===== config.mk =====
export PLATFORM = sky130hd
export DESIGN_NAME = fly_by_wire_mode_rate_controller_flat
export DESIGN_NICKNAME = d
export VERILOG_FILES = /design/src/rtl/core/fbw_pkg.sv /design/src/rtl/core/fbw_if.sv /design/src/rtl/core/fbw_regs.sv /design/src/rtl/core/fbw_ctrl.sv /design/src/rtl/core/fbw_dp.sv /design/src/rtl/core/fly_by_wire_mode_rate_controller.sv /design/src/flat_wrapper.sv
export SDC_FILE = /design/constraint.sdc
export NUM_CORES = 2
export LEC_CHECK = 0
export ABC_AREA = 1
export BUFFER_PORTS_ARGS = -buffer_cell sky130_fd_sc_hd__buf_2
export CAP_MARGIN = 20
export CORE_ASPECT_RATIO = 0.6
export CORE_MARGIN = 2
export CORE_UTILIZATION = 32
export DETAILED_ROUTE_END_ITERATION = 8
export GPL_TIMING_DRIVEN = 0
export PLACE_DENSITY_LB_ADDON = 0.12
export SLEW_MARGIN = 10
export SYNTH_ARGS = -nofsm -noshare
export SYNTH_HDL_FRONTEND = slang
export SYNTH_SLANG_ARGS = --single-unit

===== constraint.sdc =====
create_clock -name clk -period 12.74 [get_ports clk]
set_input_delay 0.637 -clock clk [delete_from_list [all_inputs] [get_ports clk]]
set_output_delay 0.637 -clock clk [all_outputs]
set_load 0.02 [all_outputs]

===== src/rtl/core/fbw_pkg.sv =====
// Package for the fly-by-wire mode and rate controller.
// Holds the register map, mode codes, controller states and the structs between modules.
// No dependencies.
package fbw_pkg;

	// Field widths.
	localparam int SurfW  = 15;
	localparam int RateW  = 32;
	localparam int AltW   = 20;
	localparam int AccW   = 16;
	localparam int AddrW  = 5;

	// Flight mode codes.
	localparam logic [1:0] MODE_GROUND = 2'd0;
	localparam logic [1:0] MODE_NORMAL = 2'd1;
	localparam logic [1:0] MODE_FLARE  = 2'd2;
	localparam logic [1:0] MODE_RSVD   = 2'd3;

	// Register indexes.
	localparam logic [2:0] REG_PITCH_GAIN  = 3'd0;
	localparam logic [2:0] REG_BANK_GAIN   = 3'd1;
	localparam logic [2:0] REG_PITCH_STICK = 3'd2;
	localparam logic [2:0] REG_BANK_STICK  = 3'd3;
	localparam logic [2:0] REG_SURF_LIMIT  = 3'd4;
	localparam logic [2:0] REG_FLARE_ALT   = 3'd5;
	localparam logic [2:0] REG_LIFTOFF_DLY = 3'd6;
	localparam logic [2:0] REG_DEADBAND    = 3'd7;

	// Constants of the control law.
	localparam logic signed [15:0] MaxCmd         = 16'sd16383;
	localparam logic signed [15:0] FlareTrimStep  = 16'sd48;
	localparam logic signed [15:0] NormalTrimStep = 16'sd6;
	localparam logic signed [15:0] TrimElevThresh = 16'sd100;
	localparam logic [3:0]         FlareLastStep  = 4'd10;
	// Reciprocal of 1000 for a 29-bit dividend: ceil(2^39 / 1000).
	localparam logic [29:0]        Recip1000      = 30'd549755814;
	localparam int                 RecipShift     = 39;

	typedef struct packed {
		logic [15:0] pitch_gain;
		logic [15:0] bank_gain;
		logic [15:0] pitch_stick_rate;
		logic [15:0] bank_stick_rate;
		logic [14:0] surface_limit;
		logic [19:0] flare_altitude;
		logic [15:0] liftoff_delay_ms;
		logic [13:0] stick_deadband;
	} cfg_t;

	typedef enum logic [2:0] {
		ST_IDLE,
		ST_MODE,
		ST_DEM,
		ST_DIV,
		ST_SUM,
		ST_GAIN,
		ST_ACC,
		ST_OUT
	} state_t;

	// Commands from the controller to the datapath.
	typedef struct packed {
		logic capture;
		logic mode_upd;
		logic dem;
		logic div;
		logic sum;
		logic gain;
		logic acc;
		logic axis;     // 0 pitch, 1 roll
		logic out_load;
	} dp_cmd_t;

	// Status from the datapath to the controller.
	typedef struct packed {
		logic out_free;
	} dp_stat_t;

endpackage


===== src/rtl/core/fbw_if.sv =====
// Item channel interfaces for the fly-by-wire controller.
// Depends on nothing; widths follow the field list of the block.
interface fbw_in_if;
	logic               valid;
	logic               ready;
	logic               toggle_enable;
	logic [19:0]        radio_altitude;
	logic               descending;
	logic               on_ground;
	logic [31:0]        now_ms;
	logic signed [31:0] pitch_rate;
	logic signed [31:0] roll_rate;
	logic signed [14:0] elevator_now;
	logic signed [14:0] aileron_now;
	logic signed [14:0] trim_now;
	logic signed [14:0] stick_x;
	logic signed [14:0] stick_y;

	modport source (output valid, toggle_enable, radio_altitude, descending, on_ground,
		now_ms, pitch_rate, roll_rate, elevator_now, aileron_now, trim_now, stick_x,
		stick_y, input ready);
	modport sink (input valid, toggle_enable, radio_altitude, descending, on_ground,
		now_ms, pitch_rate, roll_rate, elevator_now, aileron_now, trim_now, stick_x,
		stick_y, output ready);
endinterface

interface fbw_out_if;
	logic               valid;
	logic               ready;
	logic signed [14:0] elevator_cmd;
	logic signed [14:0] aileron_cmd;
	logic signed [14:0] trim_cmd;
	logic [2:0]         override_mask;
	logic [1:0]         mode;
	logic               mode_changed;

	modport source (output valid, elevator_cmd, aileron_cmd, trim_cmd, override_mask,
		mode, mode_changed, input ready);
	modport sink (input valid, elevator_cmd, aileron_cmd, trim_cmd, override_mask,
		mode, mode_changed, output ready);
endinterface


===== src/rtl/core/fbw_regs.sv =====
// APB-style configuration registers of the fly-by-wire controller.
// Depends on fbw_pkg for the register map and the configuration struct.
module fbw_regs (
	input  logic                      clk,
	input  logic                      arst_n,
	input  logic                      psel,
	input  logic                      penable,
	input  logic                      pwrite,
	input  logic [fbw_pkg::AddrW-1:0] paddr,
	input  logic [31:0]               pwdata,
	output logic [31:0]               prdata,
	output logic                      pready,
	output fbw_pkg::cfg_t             cfg
);
	import fbw_pkg::*;

	cfg_t       cfg_q;
	logic       wr_en;
	logic [2:0] idx;

	assign pready = 1'b1;
	assign wr_en  = psel && penable && pwrite;
	assign idx    = paddr[4:2];
	assign cfg    = cfg_q;

	// Register writes.
	always_ff @(posedge clk or negedge arst_n) begin
		if (!arst_n) begin
			cfg_q.pitch_gain       <= 16'd10000;
			cfg_q.bank_gain        <= 16'd5000;
			cfg_q.pitch_stick_rate <= 16'd2294;
			cfg_q.bank_stick_rate  <= 16'd3277;
			cfg_q.surface_limit    <= 15'd16383;
			cfg_q.flare_altitude   <= 20'd880;
			cfg_q.liftoff_delay_ms <= 16'd3000;
			cfg_q.stick_deadband   <= 14'd20;
		end else if (wr_en) begin
			case (idx)
				REG_PITCH_GAIN:  cfg_q.pitch_gain       <= pwdata[15:0];
				REG_BANK_GAIN:   cfg_q.bank_gain        <= pwdata[15:0];
				REG_PITCH_STICK: cfg_q.pitch_stick_rate <= pwdata[15:0];
				REG_BANK_STICK:  cfg_q.bank_stick_rate  <= pwdata[15:0];
				REG_SURF_LIMIT:  cfg_q.surface_limit    <= pwdata[14:0];
				REG_FLARE_ALT:   cfg_q.flare_altitude   <= pwdata[19:0];
				REG_LIFTOFF_DLY: cfg_q.liftoff_delay_ms <= pwdata[15:0];
				REG_DEADBAND:    cfg_q.stick_deadband   <= pwdata[13:0];
				default: ;
			endcase
		end
	end

	// Read-back multiplexer.
	always_comb begin
		case (idx)
			REG_PITCH_GAIN:  prdata = {16'd0, cfg_q.pitch_gain};
			REG_BANK_GAIN:   prdata = {16'd0, cfg_q.bank_gain};
			REG_PITCH_STICK: prdata = {16'd0, cfg_q.pitch_stick_rate};
			REG_BANK_STICK:  prdata = {16'd0, cfg_q.bank_stick_rate};
			REG_SURF_LIMIT:  prdata = {17'd0, cfg_q.surface_limit};
			REG_FLARE_ALT:   prdata = {12'd0, cfg_q.flare_altitude};
			REG_LIFTOFF_DLY: prdata = {16'd0, cfg_q.liftoff_delay_ms};
			REG_DEADBAND:    prdata = {18'd0, cfg_q.stick_deadband};
			default:         prdata = 32'd0;
		endcase
	end
endmodule


===== src/rtl/core/fbw_ctrl.sv =====
// Sequencer of the fly-by-wire controller: steps one item through the datapath.
// Depends on fbw_pkg for the state type and the command and status structs.
module fbw_ctrl (
	input  logic              clk,
	input  logic              arst_n,
	input  logic              in_valid,
	output logic              in_ready,
	input  fbw_pkg::dp_stat_t stat,
	output fbw_pkg::dp_cmd_t  cmd
);
	import fbw_pkg::*;

	state_t state_q, state_d;
	logic   axis_q;

	// Next state.
	always_comb begin
		state_d = state_q;
		case (state_q)
			ST_IDLE: if (in_valid) state_d = ST_MODE;
			ST_MODE: state_d = ST_DEM;
			ST_DEM:  state_d = ST_DIV;
			ST_DIV:  state_d = ST_SUM;
			ST_SUM:  state_d = ST_GAIN;
			ST_GAIN: state_d = ST_ACC;
			ST_ACC:  state_d = axis_q ? ST_OUT : ST_DEM;
			ST_OUT:  if (stat.out_free) state_d = ST_IDLE;
			default: state_d = ST_IDLE;
		endcase
	end

	// Commands to the datapath.
	always_comb begin
		in_ready     = (state_q == ST_IDLE);
		cmd          = '0;
		cmd.axis     = axis_q;
		cmd.capture  = (state_q == ST_IDLE) && in_valid;
		cmd.mode_upd = (state_q == ST_MODE);
		cmd.dem      = (state_q == ST_DEM);
		cmd.div      = (state_q == ST_DIV);
		cmd.sum      = (state_q == ST_SUM);
		cmd.gain     = (state_q == ST_GAIN);
		cmd.acc      = (state_q == ST_ACC);
		cmd.out_load = (state_q == ST_OUT) && stat.out_free;
	end

	// State and axis select: pitch first, then roll.
	always_ff @(posedge clk or negedge arst_n) begin
		if (!arst_n) begin
			state_q <= ST_IDLE;
			axis_q  <= 1'b0;
		end else begin
			state_q <= state_d;
			if (state_q == ST_MODE) begin
				axis_q <= 1'b0;
			end else if (state_q == ST_ACC) begin
				axis_q <= ~axis_q;
			end
		end
	end

	// The axis only changes at the end of an axis pass.
	a_axis_stable: assert property (@(posedge clk) disable iff (!arst_n)
		(state_q == ST_DIV || state_q == ST_SUM || state_q == ST_GAIN) |-> $stable(axis_q))
		else $error("axis changed inside an axis pass");
	// A result leaves only after the roll pass.
	a_out_after_roll: assert property (@(posedge clk) disable iff (!arst_n)
		(state_q == ST_OUT) |-> $past(state_q == ST_OUT) || $past(axis_q))
		else $error("result before roll pass");
	// An item is taken only in idle.
	a_take_idle: assert property (@(posedge clk) disable iff (!arst_n)
		cmd.capture |=> (state_q == ST_MODE))
		else $error("capture did not start an item");
endmodule


===== src/rtl/core/fbw_dp.sv =====
// Datapath of the fly-by-wire controller: mode logic, trim and the shared rate-law unit.
// Depends on fbw_pkg and the item interfaces; driven by fbw_ctrl.
module fbw_dp (
	input  logic              clk,
	input  logic              arst_n,
	input  fbw_pkg::cfg_t     cfg,
	input  fbw_pkg::dp_cmd_t  cmd,
	output fbw_pkg::dp_stat_t stat,
	fbw_in_if.sink            in_ch,
	fbw_out_if.source         out_ch
);
	import fbw_pkg::*;

	// Captured item.
	logic               tog_q, desc_q, gnd_q;
	logic [19:0]        ra_q;
	logic [31:0]        now_q;
	logic signed [31:0] prate_q, rrate_q;
	logic signed [14:0] elev_q, ail_q, trim_q, sx_q, sy_q;

	// Block state.
	logic               enabled_q, inhibit_q, ploaded_q, rloaded_q, run_q;
	logic [1:0]         mode_q;
	logic [31:0]        liftoff_q;
	logic [3:0]         fstep_q;
	logic [2:0]         ovr_q;
	logic signed [15:0] pacc_q, racc_q;

	// Working results.
	logic signed [14:0] elev_cmd_q, ail_cmd_q, trim_cmd_q;
	logic               chg_q;

	// Output register.
	logic               out_valid_q;
	logic signed [14:0] o_elev_q, o_ail_q, o_trim_q;
	logic [2:0]         o_ovr_q;
	logic [1:0]         o_mode_q;
	logic               o_chg_q;

	// Pipeline of the rate law.
	logic               neg_s1, neg_s2;
	logic [28:0]        mag_s1;
	logic [19:0]        q_s2;
	logic signed [32:0] x_s3;
	logic signed [49:0] gp_s4;

	logic signed [15:0] lim;
	assign lim = ({1'b0, cfg.surface_limit} > MaxCmd) ? MaxCmd
		: $signed({1'b0, cfg.surface_limit});

	// Mode update, trim adjustment and clears for one item.
	logic               m_en, m_pl, m_rl, m_inh, m_chg;
	logic [1:0]         m_old, m_mode;
	logic [31:0]        m_lt;
	logic [3:0]         m_fs;
	logic [2:0]         m_ovr;
	logic signed [15:0] m_trim, trim16, t_adj;
	logic [31:0]        elapsed;

	always_comb begin
		m_en   = enabled_q;
		m_old  = mode_q;
		m_pl   = ploaded_q;
		m_rl   = rloaded_q;
		m_ovr  = ovr_q;
		m_inh  = inhibit_q;
		m_lt   = liftoff_q;
		m_fs   = fstep_q;
		trim16 = 16'(trim_q);
		m_trim = trim16;
		t_adj  = trim16;
		if (tog_q) begin
			if (enabled_q) begin
				m_en  = 1'b0;
				m_old = MODE_GROUND;
				m_pl  = 1'b0;
				m_rl  = 1'b0;
				m_ovr = 3'd0;
			end else begin
				m_en = 1'b1;
			end
		end
		m_mode = m_old;
		if (ra_q > cfg.flare_altitude) begin
			if (m_old != MODE_GROUND) m_mode = MODE_NORMAL;
		end else if (!inhibit_q && desc_q) begin
			m_mode = MODE_FLARE;
		end
		if (gnd_q) m_mode = MODE_GROUND;
		elapsed = now_q - liftoff_q;
		if (m_mode == MODE_GROUND) begin
			m_inh = 1'b1;
			if (gnd_q) begin
				m_lt = now_q;
			end else if (elapsed > {16'd0, cfg.liftoff_delay_ms}) begin
				m_mode = MODE_NORMAL;
			end
		end else if (m_mode == MODE_NORMAL) begin
			m_inh = 1'b0;
		end
		m_chg = m_en && (m_mode != m_old);
		if (m_en) begin
			case (m_mode)
				MODE_GROUND: begin
					m_pl  = 1'b0;
					m_rl  = 1'b0;
					m_ovr = 3'd0;
					m_fs  = 4'd0;
				end
				MODE_FLARE: begin
					m_pl  = 1'b0;
					m_rl  = 1'b0;
					m_ovr = 3'd4;
					if (fstep_q <= FlareLastStep) begin
						if (!fstep_q[0]) begin
							t_adj  = trim16 - FlareTrimStep;
							m_trim = (t_adj > lim) ? lim : ((t_adj < -lim) ? -lim : t_adj);
						end
						m_fs = fstep_q + 4'd1;
					end
				end
				default: begin
					m_ovr = 3'd7;
					m_fs  = 4'd0;
					if (16'(elev_q) > TrimElevThresh) begin
						t_adj  = trim16 + NormalTrimStep;
						m_trim = (t_adj > lim) ? lim : ((t_adj < -lim) ? -lim : t_adj);
					end else if (16'(elev_q) < -TrimElevThresh) begin
						t_adj  = trim16 - NormalTrimStep;
						m_trim = (t_adj > lim) ? lim : ((t_adj < -lim) ? -lim : t_adj);
					end
				end
			endcase
		end
	end

	// Stick demand: scale times half stick, with the deadband.
	logic signed [14:0] st;
	logic signed [15:0] st16, half16, smag;
	logic signed [13:0] half14;
	logic signed [30:0] dprod, dabs;
	logic [15:0]        scale;
	always_comb begin
		st     = cmd.axis ? sx_q : sy_q;
		scale  = cmd.axis ? cfg.bank_stick_rate : cfg.pitch_stick_rate;
		st16   = 16'(st);
		half16 = (st16 + {15'd0, st[14]}) >>> 1;
		half14 = half16[13:0];
		smag   = st[14] ? -st16 : st16;
		dprod  = $signed({1'b0, scale}) * half14;
		dabs   = dprod[30] ? -dprod : dprod;
	end

	// Division by 1000 through the reciprocal.
	logic [58:0] qprod;
	assign qprod = 59'(mag_s1) * 59'(Recip1000);

	// Demand plus body rate.
	logic signed [20:0] dem;
	logic signed [31:0] rate;
	assign dem  = neg_s2 ? -$signed({1'b0, q_s2}) : $signed({1'b0, q_s2});
	assign rate = cmd.axis ? rrate_q : prate_q;

	// Gain product.
	logic [15:0] gain;
	assign gain = cmd.axis ? cfg.bank_gain : cfg.pitch_gain;

	// Step truncation, saturation and accumulator clamp.
	logic signed [49:0] gadj;
	logic signed [33:0] stp_w;
	logic signed [15:0] stp, acc, sum_c;
	logic signed [16:0] sum17;
	logic signed [14:0] pos;
	logic               loaded;
	always_comb begin
		gadj   = gp_s4 + (gp_s4[49] ? 50'sd65535 : 50'sd0);
		stp_w  = gadj[49:16];
		stp    = (stp_w > 34'sd32767) ? 16'sh7FFF
			: ((stp_w < -34'sd32768) ? 16'sh8000 : stp_w[15:0]);
		acc    = cmd.axis ? racc_q : pacc_q;
		pos    = cmd.axis ? ail_q : elev_q;
		loaded = cmd.axis ? rloaded_q : ploaded_q;
		sum17  = 17'(acc) + 17'(stp);
		sum_c  = (sum17 > 17'(lim)) ? lim
			: ((sum17 < -17'(lim)) ? -lim : sum17[15:0]);
	end

	// Item capture and pipeline registers.
	always_ff @(posedge clk) begin
		if (cmd.capture) begin
			tog_q   <= in_ch.toggle_enable;
			ra_q    <= in_ch.radio_altitude;
			desc_q  <= in_ch.descending;
			gnd_q   <= in_ch.on_ground;
			now_q   <= in_ch.now_ms;
			prate_q <= in_ch.pitch_rate;
			rrate_q <= in_ch.roll_rate;
			elev_q  <= in_ch.elevator_now;
			ail_q   <= in_ch.aileron_now;
			trim_q  <= in_ch.trim_now;
			sx_q    <= in_ch.stick_x;
			sy_q    <= in_ch.stick_y;
		end
		if (cmd.dem) begin
			neg_s1 <= dprod[30];
			mag_s1 <= (smag < $signed({2'b0, cfg.stick_deadband})) ? 29'd0 : dabs[28:0];
		end
		if (cmd.div) begin
			neg_s2 <= neg_s1;
			q_s2   <= qprod[RecipShift +: 20];
		end
		if (cmd.sum) x_s3 <= 33'(rate) + 33'(dem);
		if (cmd.gain) gp_s4 <= x_s3 * $signed({1'b0, gain});
		if (cmd.mode_upd) begin
			elev_cmd_q <= elev_q;
			ail_cmd_q  <= ail_q;
			trim_cmd_q <= m_trim[14:0];
			chg_q      <= m_chg;
		end
		if (cmd.acc && run_q) begin
			if (cmd.axis) ail_cmd_q <= loaded ? sum_c[14:0] : pos;
			else          elev_cmd_q <= loaded ? sum_c[14:0] : pos;
		end
		if (cmd.out_load) begin
			o_elev_q <= elev_cmd_q;
			o_ail_q  <= ail_cmd_q;
			o_trim_q <= trim_cmd_q;
			o_ovr_q  <= ovr_q;
			o_mode_q <= mode_q;
			o_chg_q  <= chg_q;
		end
	end

	// Block state.
	always_ff @(posedge clk or negedge arst_n) begin
		if (!arst_n) begin
			enabled_q   <= 1'b0;
			mode_q      <= MODE_GROUND;
			inhibit_q   <= 1'b1;
			liftoff_q   <= 32'd0;
			fstep_q     <= 4'd0;
			pacc_q      <= 16'sd0;
			racc_q      <= 16'sd0;
			ploaded_q   <= 1'b0;
			rloaded_q   <= 1'b0;
			ovr_q       <= 3'd0;
			run_q       <= 1'b0;
			out_valid_q <= 1'b0;
		end else begin
			if (cmd.mode_upd) begin
				enabled_q <= m_en;
				mode_q    <= m_mode;
				inhibit_q <= m_inh;
				liftoff_q <= m_lt;
				fstep_q   <= m_fs;
				ploaded_q <= m_pl;
				rloaded_q <= m_rl;
				ovr_q     <= m_ovr;
				run_q     <= m_en && (m_mode == MODE_NORMAL);
			end
			if (cmd.acc && run_q) begin
				if (cmd.axis) begin
					rloaded_q <= 1'b1;
					racc_q    <= loaded ? sum_c : 16'(pos);
				end else begin
					ploaded_q <= 1'b1;
					pacc_q    <= loaded ? sum_c : 16'(pos);
				end
			end
			if (cmd.out_load) begin
				out_valid_q <= 1'b1;
			end else if (out_ch.ready) begin
				out_valid_q <= 1'b0;
			end
		end
	end

	assign stat.out_free      = !out_valid_q || out_ch.ready;
	assign in_ch.ready        = cmd.capture || (!in_ch.valid && cmd.out_load) ? 1'b1 : 1'b0;
	assign out_ch.valid       = out_valid_q;
	assign out_ch.elevator_cmd  = o_elev_q;
	assign out_ch.aileron_cmd   = o_ail_q;
	assign out_ch.trim_cmd      = o_trim_q;
	assign out_ch.override_mask = o_ovr_q;
	assign out_ch.mode          = o_mode_q;
	assign out_ch.mode_changed  = o_chg_q;

	// The flare trim counter stops one past its last step.
	a_fstep: assert property (@(posedge clk) disable iff (!arst_n) fstep_q <= 4'd11)
		else $error("flare step counter overran");
	// Enabled on the ground means no controller holds a position.
	a_ground_unloaded: assert property (@(posedge clk) disable iff (!arst_n)
		(enabled_q && mode_q == MODE_GROUND) |-> (!ploaded_q && !rloaded_q))
		else $error("controller loaded in ground mode");
	// The reserved mode code never appears.
	a_mode_code: assert property (@(posedge clk) disable iff (!arst_n) mode_q != MODE_RSVD)
		else $error("reserved mode code");
endmodule


===== src/rtl/core/fly_by_wire_mode_rate_controller.sv =====
// Fly-by-wire mode and rate controller, top level.
// The sequencer steps each accepted item through the mode update, then both axes in turn
// through one shared demand, reciprocal-divide and gain multiplier chain, and loads
// its result into the output register; it takes a new item only in idle, after that load.
// The output register lets the next item be taken while a result waits.
// Reset (arst_n, asynchronous) clears mode state, controllers and restores register defaults.
module fly_by_wire_mode_rate_controller (
	input  logic                      clk,
	input  logic                      arst_n,
	fbw_in_if.sink                    in_ch,
	fbw_out_if.source                 out_ch,
	input  logic                      psel,
	input  logic                      penable,
	input  logic                      pwrite,
	input  logic [fbw_pkg::AddrW-1:0] paddr,
	input  logic [31:0]               pwdata,
	output logic [31:0]               prdata,
	output logic                      pready
);
	import fbw_pkg::*;

	cfg_t     cfg;
	dp_cmd_t  cmd;
	dp_stat_t stat;
	logic     ctrl_ready;

	// Configuration registers.
	fbw_regs u_regs (
		.clk     (clk),
		.arst_n  (arst_n),
		.psel    (psel),
		.penable (penable),
		.pwrite  (pwrite),
		.paddr   (paddr),
		.pwdata  (pwdata),
		.prdata  (prdata),
		.pready  (pready),
		.cfg     (cfg)
	);

	// Sequencer.
	fbw_ctrl u_ctrl (
		.clk      (clk),
		.arst_n   (arst_n),
		.in_valid (in_ch.valid),
		.in_ready (ctrl_ready),
		.stat     (stat),
		.cmd      (cmd)
	);

	// Datapath; it drives the ready of the input channel from the capture and output-load commands.
	fbw_dp u_dp (
		.clk    (clk),
		.arst_n (arst_n),
		.cfg    (cfg),
		.cmd    (cmd),
		.stat   (stat),
		.in_ch  (in_ch),
		.out_ch (out_ch)
	);

	// An item offered in idle is always taken, whatever the datapath does.
	a_ready_idle: assert property (@(posedge clk) disable iff (!arst_n)
		(ctrl_ready && in_ch.valid) |-> in_ch.ready)
		else $error("item offered in idle but not taken");
endmodule


===== src/flat_wrapper.sv =====
// flat-port wrapper written by rule: the top's interface ports become plain ports
module fly_by_wire_mode_rate_controller_flat import fbw_pkg::*;
  (clk, arst_n, psel, penable, pwrite, paddr, pwdata, prdata, pready, in_ch_valid, in_ch_toggle_enable, in_ch_radio_altitude, in_ch_descending, in_ch_on_ground, in_ch_now_ms, in_ch_pitch_rate, in_ch_roll_rate, in_ch_elevator_now, in_ch_aileron_now, in_ch_trim_now, in_ch_stick_x, in_ch_stick_y, in_ch_ready, out_ch_valid, out_ch_elevator_cmd, out_ch_aileron_cmd, out_ch_trim_cmd, out_ch_override_mask, out_ch_mode, out_ch_mode_changed, out_ch_ready);
  fbw_in_if in_ch_i ();
  fbw_out_if out_ch_i ();
  input  logic clk;
  input  logic arst_n;
  input  logic psel;
  input  logic penable;
  input  logic pwrite;
  input  logic [fbw_pkg::AddrW-1:0] paddr;
  input  logic [31:0] pwdata;
  output logic [31:0] prdata;
  output logic pready;
  input wire logic [$bits(in_ch_i.valid)-1:0] in_ch_valid;
  input wire logic [$bits(in_ch_i.toggle_enable)-1:0] in_ch_toggle_enable;
  input wire logic [$bits(in_ch_i.radio_altitude)-1:0] in_ch_radio_altitude;
  input wire logic [$bits(in_ch_i.descending)-1:0] in_ch_descending;
  input wire logic [$bits(in_ch_i.on_ground)-1:0] in_ch_on_ground;
  input wire logic [$bits(in_ch_i.now_ms)-1:0] in_ch_now_ms;
  input wire logic [$bits(in_ch_i.pitch_rate)-1:0] in_ch_pitch_rate;
  input wire logic [$bits(in_ch_i.roll_rate)-1:0] in_ch_roll_rate;
  input wire logic [$bits(in_ch_i.elevator_now)-1:0] in_ch_elevator_now;
  input wire logic [$bits(in_ch_i.aileron_now)-1:0] in_ch_aileron_now;
  input wire logic [$bits(in_ch_i.trim_now)-1:0] in_ch_trim_now;
  input wire logic [$bits(in_ch_i.stick_x)-1:0] in_ch_stick_x;
  input wire logic [$bits(in_ch_i.stick_y)-1:0] in_ch_stick_y;
  output wire logic [$bits(in_ch_i.ready)-1:0] in_ch_ready;
  output wire logic [$bits(out_ch_i.valid)-1:0] out_ch_valid;
  output wire logic [$bits(out_ch_i.elevator_cmd)-1:0] out_ch_elevator_cmd;
  output wire logic [$bits(out_ch_i.aileron_cmd)-1:0] out_ch_aileron_cmd;
  output wire logic [$bits(out_ch_i.trim_cmd)-1:0] out_ch_trim_cmd;
  output wire logic [$bits(out_ch_i.override_mask)-1:0] out_ch_override_mask;
  output wire logic [$bits(out_ch_i.mode)-1:0] out_ch_mode;
  output wire logic [$bits(out_ch_i.mode_changed)-1:0] out_ch_mode_changed;
  input wire logic [$bits(out_ch_i.ready)-1:0] out_ch_ready;
  assign in_ch_i.valid = in_ch_valid;
  assign in_ch_i.toggle_enable = in_ch_toggle_enable;
  assign in_ch_i.radio_altitude = in_ch_radio_altitude;
  assign in_ch_i.descending = in_ch_descending;
  assign in_ch_i.on_ground = in_ch_on_ground;
  assign in_ch_i.now_ms = in_ch_now_ms;
  assign in_ch_i.pitch_rate = in_ch_pitch_rate;
  assign in_ch_i.roll_rate = in_ch_roll_rate;
  assign in_ch_i.elevator_now = in_ch_elevator_now;
  assign in_ch_i.aileron_now = in_ch_aileron_now;
  assign in_ch_i.trim_now = in_ch_trim_now;
  assign in_ch_i.stick_x = in_ch_stick_x;
  assign in_ch_i.stick_y = in_ch_stick_y;
  assign in_ch_ready = in_ch_i.ready;
  assign out_ch_valid = out_ch_i.valid;
  assign out_ch_elevator_cmd = out_ch_i.elevator_cmd;
  assign out_ch_aileron_cmd = out_ch_i.aileron_cmd;
  assign out_ch_trim_cmd = out_ch_i.trim_cmd;
  assign out_ch_override_mask = out_ch_i.override_mask;
  assign out_ch_mode = out_ch_i.mode;
  assign out_ch_mode_changed = out_ch_i.mode_changed;
  assign out_ch_i.ready = out_ch_ready;
  fly_by_wire_mode_rate_controller u_core (.clk(clk), .arst_n(arst_n), .in_ch(in_ch_i), .out_ch(out_ch_i), .psel(psel), .penable(penable), .pwrite(pwrite), .paddr(paddr), .pwdata(pwdata), .prdata(prdata), .pready(pready));
endmodule

==> results_dict.tcl <==
set metrics [dict create \
    cp.required_ns 13.19 \
    cap_violations 0 \
    routedWlPerCell_um 22.3 \
    vias_per_cell 4.98 \
    cpMaxStageDelayCell "clkbuf_1" \
    post-route-min-period_ns 10.29 \
    insertion_delay_ns 0.70 \
    io_pins 324 \
    avgSynthCellArea_um2 8.16 \
    worst_hold_slack_ns 0.103 \
    critPathLaunchType "flip-flop" \
    dr.pass1.iters 5 \
    routed_wl_mm 300 \
    setup_tns_ns 0 \
    worstPathArrival_ns 10.74 \
    crit_top_cell "fa_1" \
    post_cts_resized 0 \
    dr_total_vias 67000 \
    coreArea_um2 246000 \
    cts_made_buffers 71 \
    htreeDepth 3 \
    dpl_cell_area_um2 85200 \
    ys_async_sr_fraction 0.332 \
    grt_max_degree 100 \
    ys_ff_latch 635 \
    skew_ns 0.0675 \
    clkTransAtPathRegs_ns 0.07 \
    grt_pass1_vias 65900 \
    ant_nets 0 \
    num-fill-cells 25800 \
    drive_gt1_frac 0.0657 \
    slowest_delay_ns 0.90 \
    syn-cell-area_um2 78900 \
    antenna_found_initial 12 \
    stdcell_area_um2 87800 \
    rsz0062_at_grt "false" \
    row_count 141 \
    dpl.hpwl_mm 257 \
    postCtsHoldBufs 1 \
    io_buffers 296 \
    final_common_cell "nand2_1" \
    hold_path.class "input port to flip-flop" \
    yosysSeqAreaShare 0.225 \
    initial_core_util 0.321 \
    drc_errors 0 \
    synth_edf_count 394 \
    final_cell_mix "2,284 x nand2_1, 1,935 x inv_1, 937 x fa_1" \
    slew_violations 0 \
    critPathBufInv 9 \
    max_slew_margin 0.152 \
    nets 12100 \
    worstPathMaxFanout 10 \
    fmax_ghz 0.0972 \
    cp-end-kind "flip-flop" \
    chipHeight_um 389 \
    cts_tree "built" \
    setup_violations 0 \
    grt_overflow_total 0 \
    critical_path_class "flip-flop to flip-flop" \
    area_delta_synth_final_pct 11.2 \
    multi_input_area_um2 52900 \
    gp_routability_congestion 0.998 \
    period_share 0.808 \
    cpLargestDelayFamily "adder cells" \
    synthCells 9677 \
    cts_root_buffer "clkbuf_16" \
    die-area_um2 251000 \
    yosysWarnings 0 \
    tightest_slew_ns 1.27 \
    grt_first_pass_wirelength_mm 440 \
    track_usage 0.237 \
    cts.sinks 635 \
    hold_violations 0 \
    postCtsSetupBuffers 0 \
    yosysUniqueCellTypes 73 \
    first_iter_violations 6856 \
    die_x_um 645 \
    regArea_um2 17800 \
    status "complete, no violations" \
    clockBufferDepth 3 \
    synth-main-ff-cell "edfxtp_1" \
]
[final timing paths]
path	from	to	slack, ns	cells past startpoint
min reg2reg	u_core.u_dp.trim_cmd_q[7]$_DFFE_PP_	u_core.u_dp.out_ch.trim_cmd[7]$_DFFE_PP_	0.41	0
min in group asynchronous	arst_n	u_core.u_dp.pacc_q[13]$_DFFE_PN0P_	0.41	2
max	u_core.u_ctrl.axis_q$_DFFE_PN0P_	u_core.u_dp.mag_s1[25]$_SDFFCE_PP0P_	2.45	32
max reg2reg	u_core.u_ctrl.axis_q$_DFFE_PN0P_	u_core.u_dp.mag_s1[25]$_SDFFCE_PP0P_	2.45	32
max in group asynchronous	arst_n	u_core.u_regs.cfg[75]$_DFFE_PN1P_	10.98	4
min	in_ch_stick_y[0]	u_core.u_dp.sy_q[0]$_DFFE_PP_	0.10	1
[cell usage after synthesis, types with 23 or more instances]
| library cell | n | share of area |
|---|---|---|
| xnor2_1 | 53 | 0.0059 |
| o21ai_1 | 35 | 0.0022 |
| o22ai_1 | 23 | 0.0018 |
| clkbuf_1 | 166 | 0.0079 |
| o21ai_0 | 359 | 0.023 |
| nor2_1 | 872 | 0.041 |
| nor3_1 | 92 | 0.0058 |
| inv_1 | 1935 | 0.092 |
| dfxtp_1 | 30 | 0.0076 |
| dfstp_2 | 53 | 0.018 |
| nand4_1 | 89 | 0.0071 |
| ha_1 | 866 | 0.14 |
| a21oi_1 | 417 | 0.026 |
| a31oi_1 | 34 | 0.0027 |
| o211ai_1 | 33 | 0.0031 |
| dfrtp_1 | 158 | 0.050 |
| o21a_1 | 25 | 0.0024 |
| nand2_1 | 2284 | 0.11 |
| nor4_1 | 29 | 0.0023 |
| buf_1 | 23 | 0.0011 |
| fa_1 | 937 | 0.24 |
| edfxtp_1 | 394 | 0.15 |
| a221oi_1 | 25 | 0.0028 |
| nand3_1 | 301 | 0.019 |
| xor2_1 | 164 | 0.018 |
[sequential cells by signal, summed over array words and instances (netlist names), 16 cells and up]
name / cells
u_core.u_dp.gp_s4: 50
u_core.u_dp.liftoff_q: 32
u_core.u_dp.rrate_q: 32
u_core.u_dp.mag_s1: 29
u_core.u_dp.q_s2: 20
u_core.u_dp.prate_q: 32
u_core.u_dp.pacc_q: 16
u_core.u_dp.ra_q: 20
u_core.u_dp.now_q: 32
u_core.u_dp.racc_q: 16
u_core.u_regs.cfg: 129
u_core.u_dp.x_s3: 33
[metrics by stage]
stage / util / cells / worst slack [ns]
final: 0.357 / 13500 / 2.45
after global routing: 0.357 / 13400 / 1.98
after floorplan: - / 9692 / 3.28
after global placement: 0.344 / 13300 / -1.86
after CTS: 0.357 / 13400 / 2.61
after detailed placement: 0.347 / 13300 / 2.71
[layout make-up]
class / instances / area share
clock buffer: 93 / 0.0218
inverter: 1962 / 0.0840
tap: 3289 / 0.0469
clock inverter: 38 / 0.00650
buffer: 242 / 0.0125
antenna: 6 / 0.000171
multi-input combinational: 6853 / 0.602
sequential: 635 / 0.203
timing repair buffer: 335 / 0.0233
[kinds of logic (layout without fill, tap and decap cells)]
| group | Yosys count | in the layout | share of synthesized area |
|---|---|---|---|
| DFF | 635 | 635 | 0.225 |
| and+or+nand+nor | 3754 | 3754 | 0.192 |
| buffers and inverters | 2204 | 2670 | 0.107 |
| other | 2 | 23 | 0.0000951 |
| AOI/OAI and AO/OA | 1057 | 1057 | 0.0753 |
| xor gates and xnor gates | 220 | 220 | 0.0247 |
| adders and majority gates | 1803 | 1803 | 0.375 |
| muxes | 2 | 2 | 0.000269 |
[layer usage]
metal | GRT usage | vias to the layer above | part of all wire
met2 | 0.295 | 2408 | 0.36
met4 | 0.0355 | 2 | 0.013
li1 | - | 31100 | -
met5 | 0.000763 | - | 0.000043
met3 | 0.0538 | 184 | 0.093
met1 | 0.402 | 33300 | 0.54
Power is not shown: default switching activity piles up to over one toggle a cycle in this logic, so the estimate is an artifact.
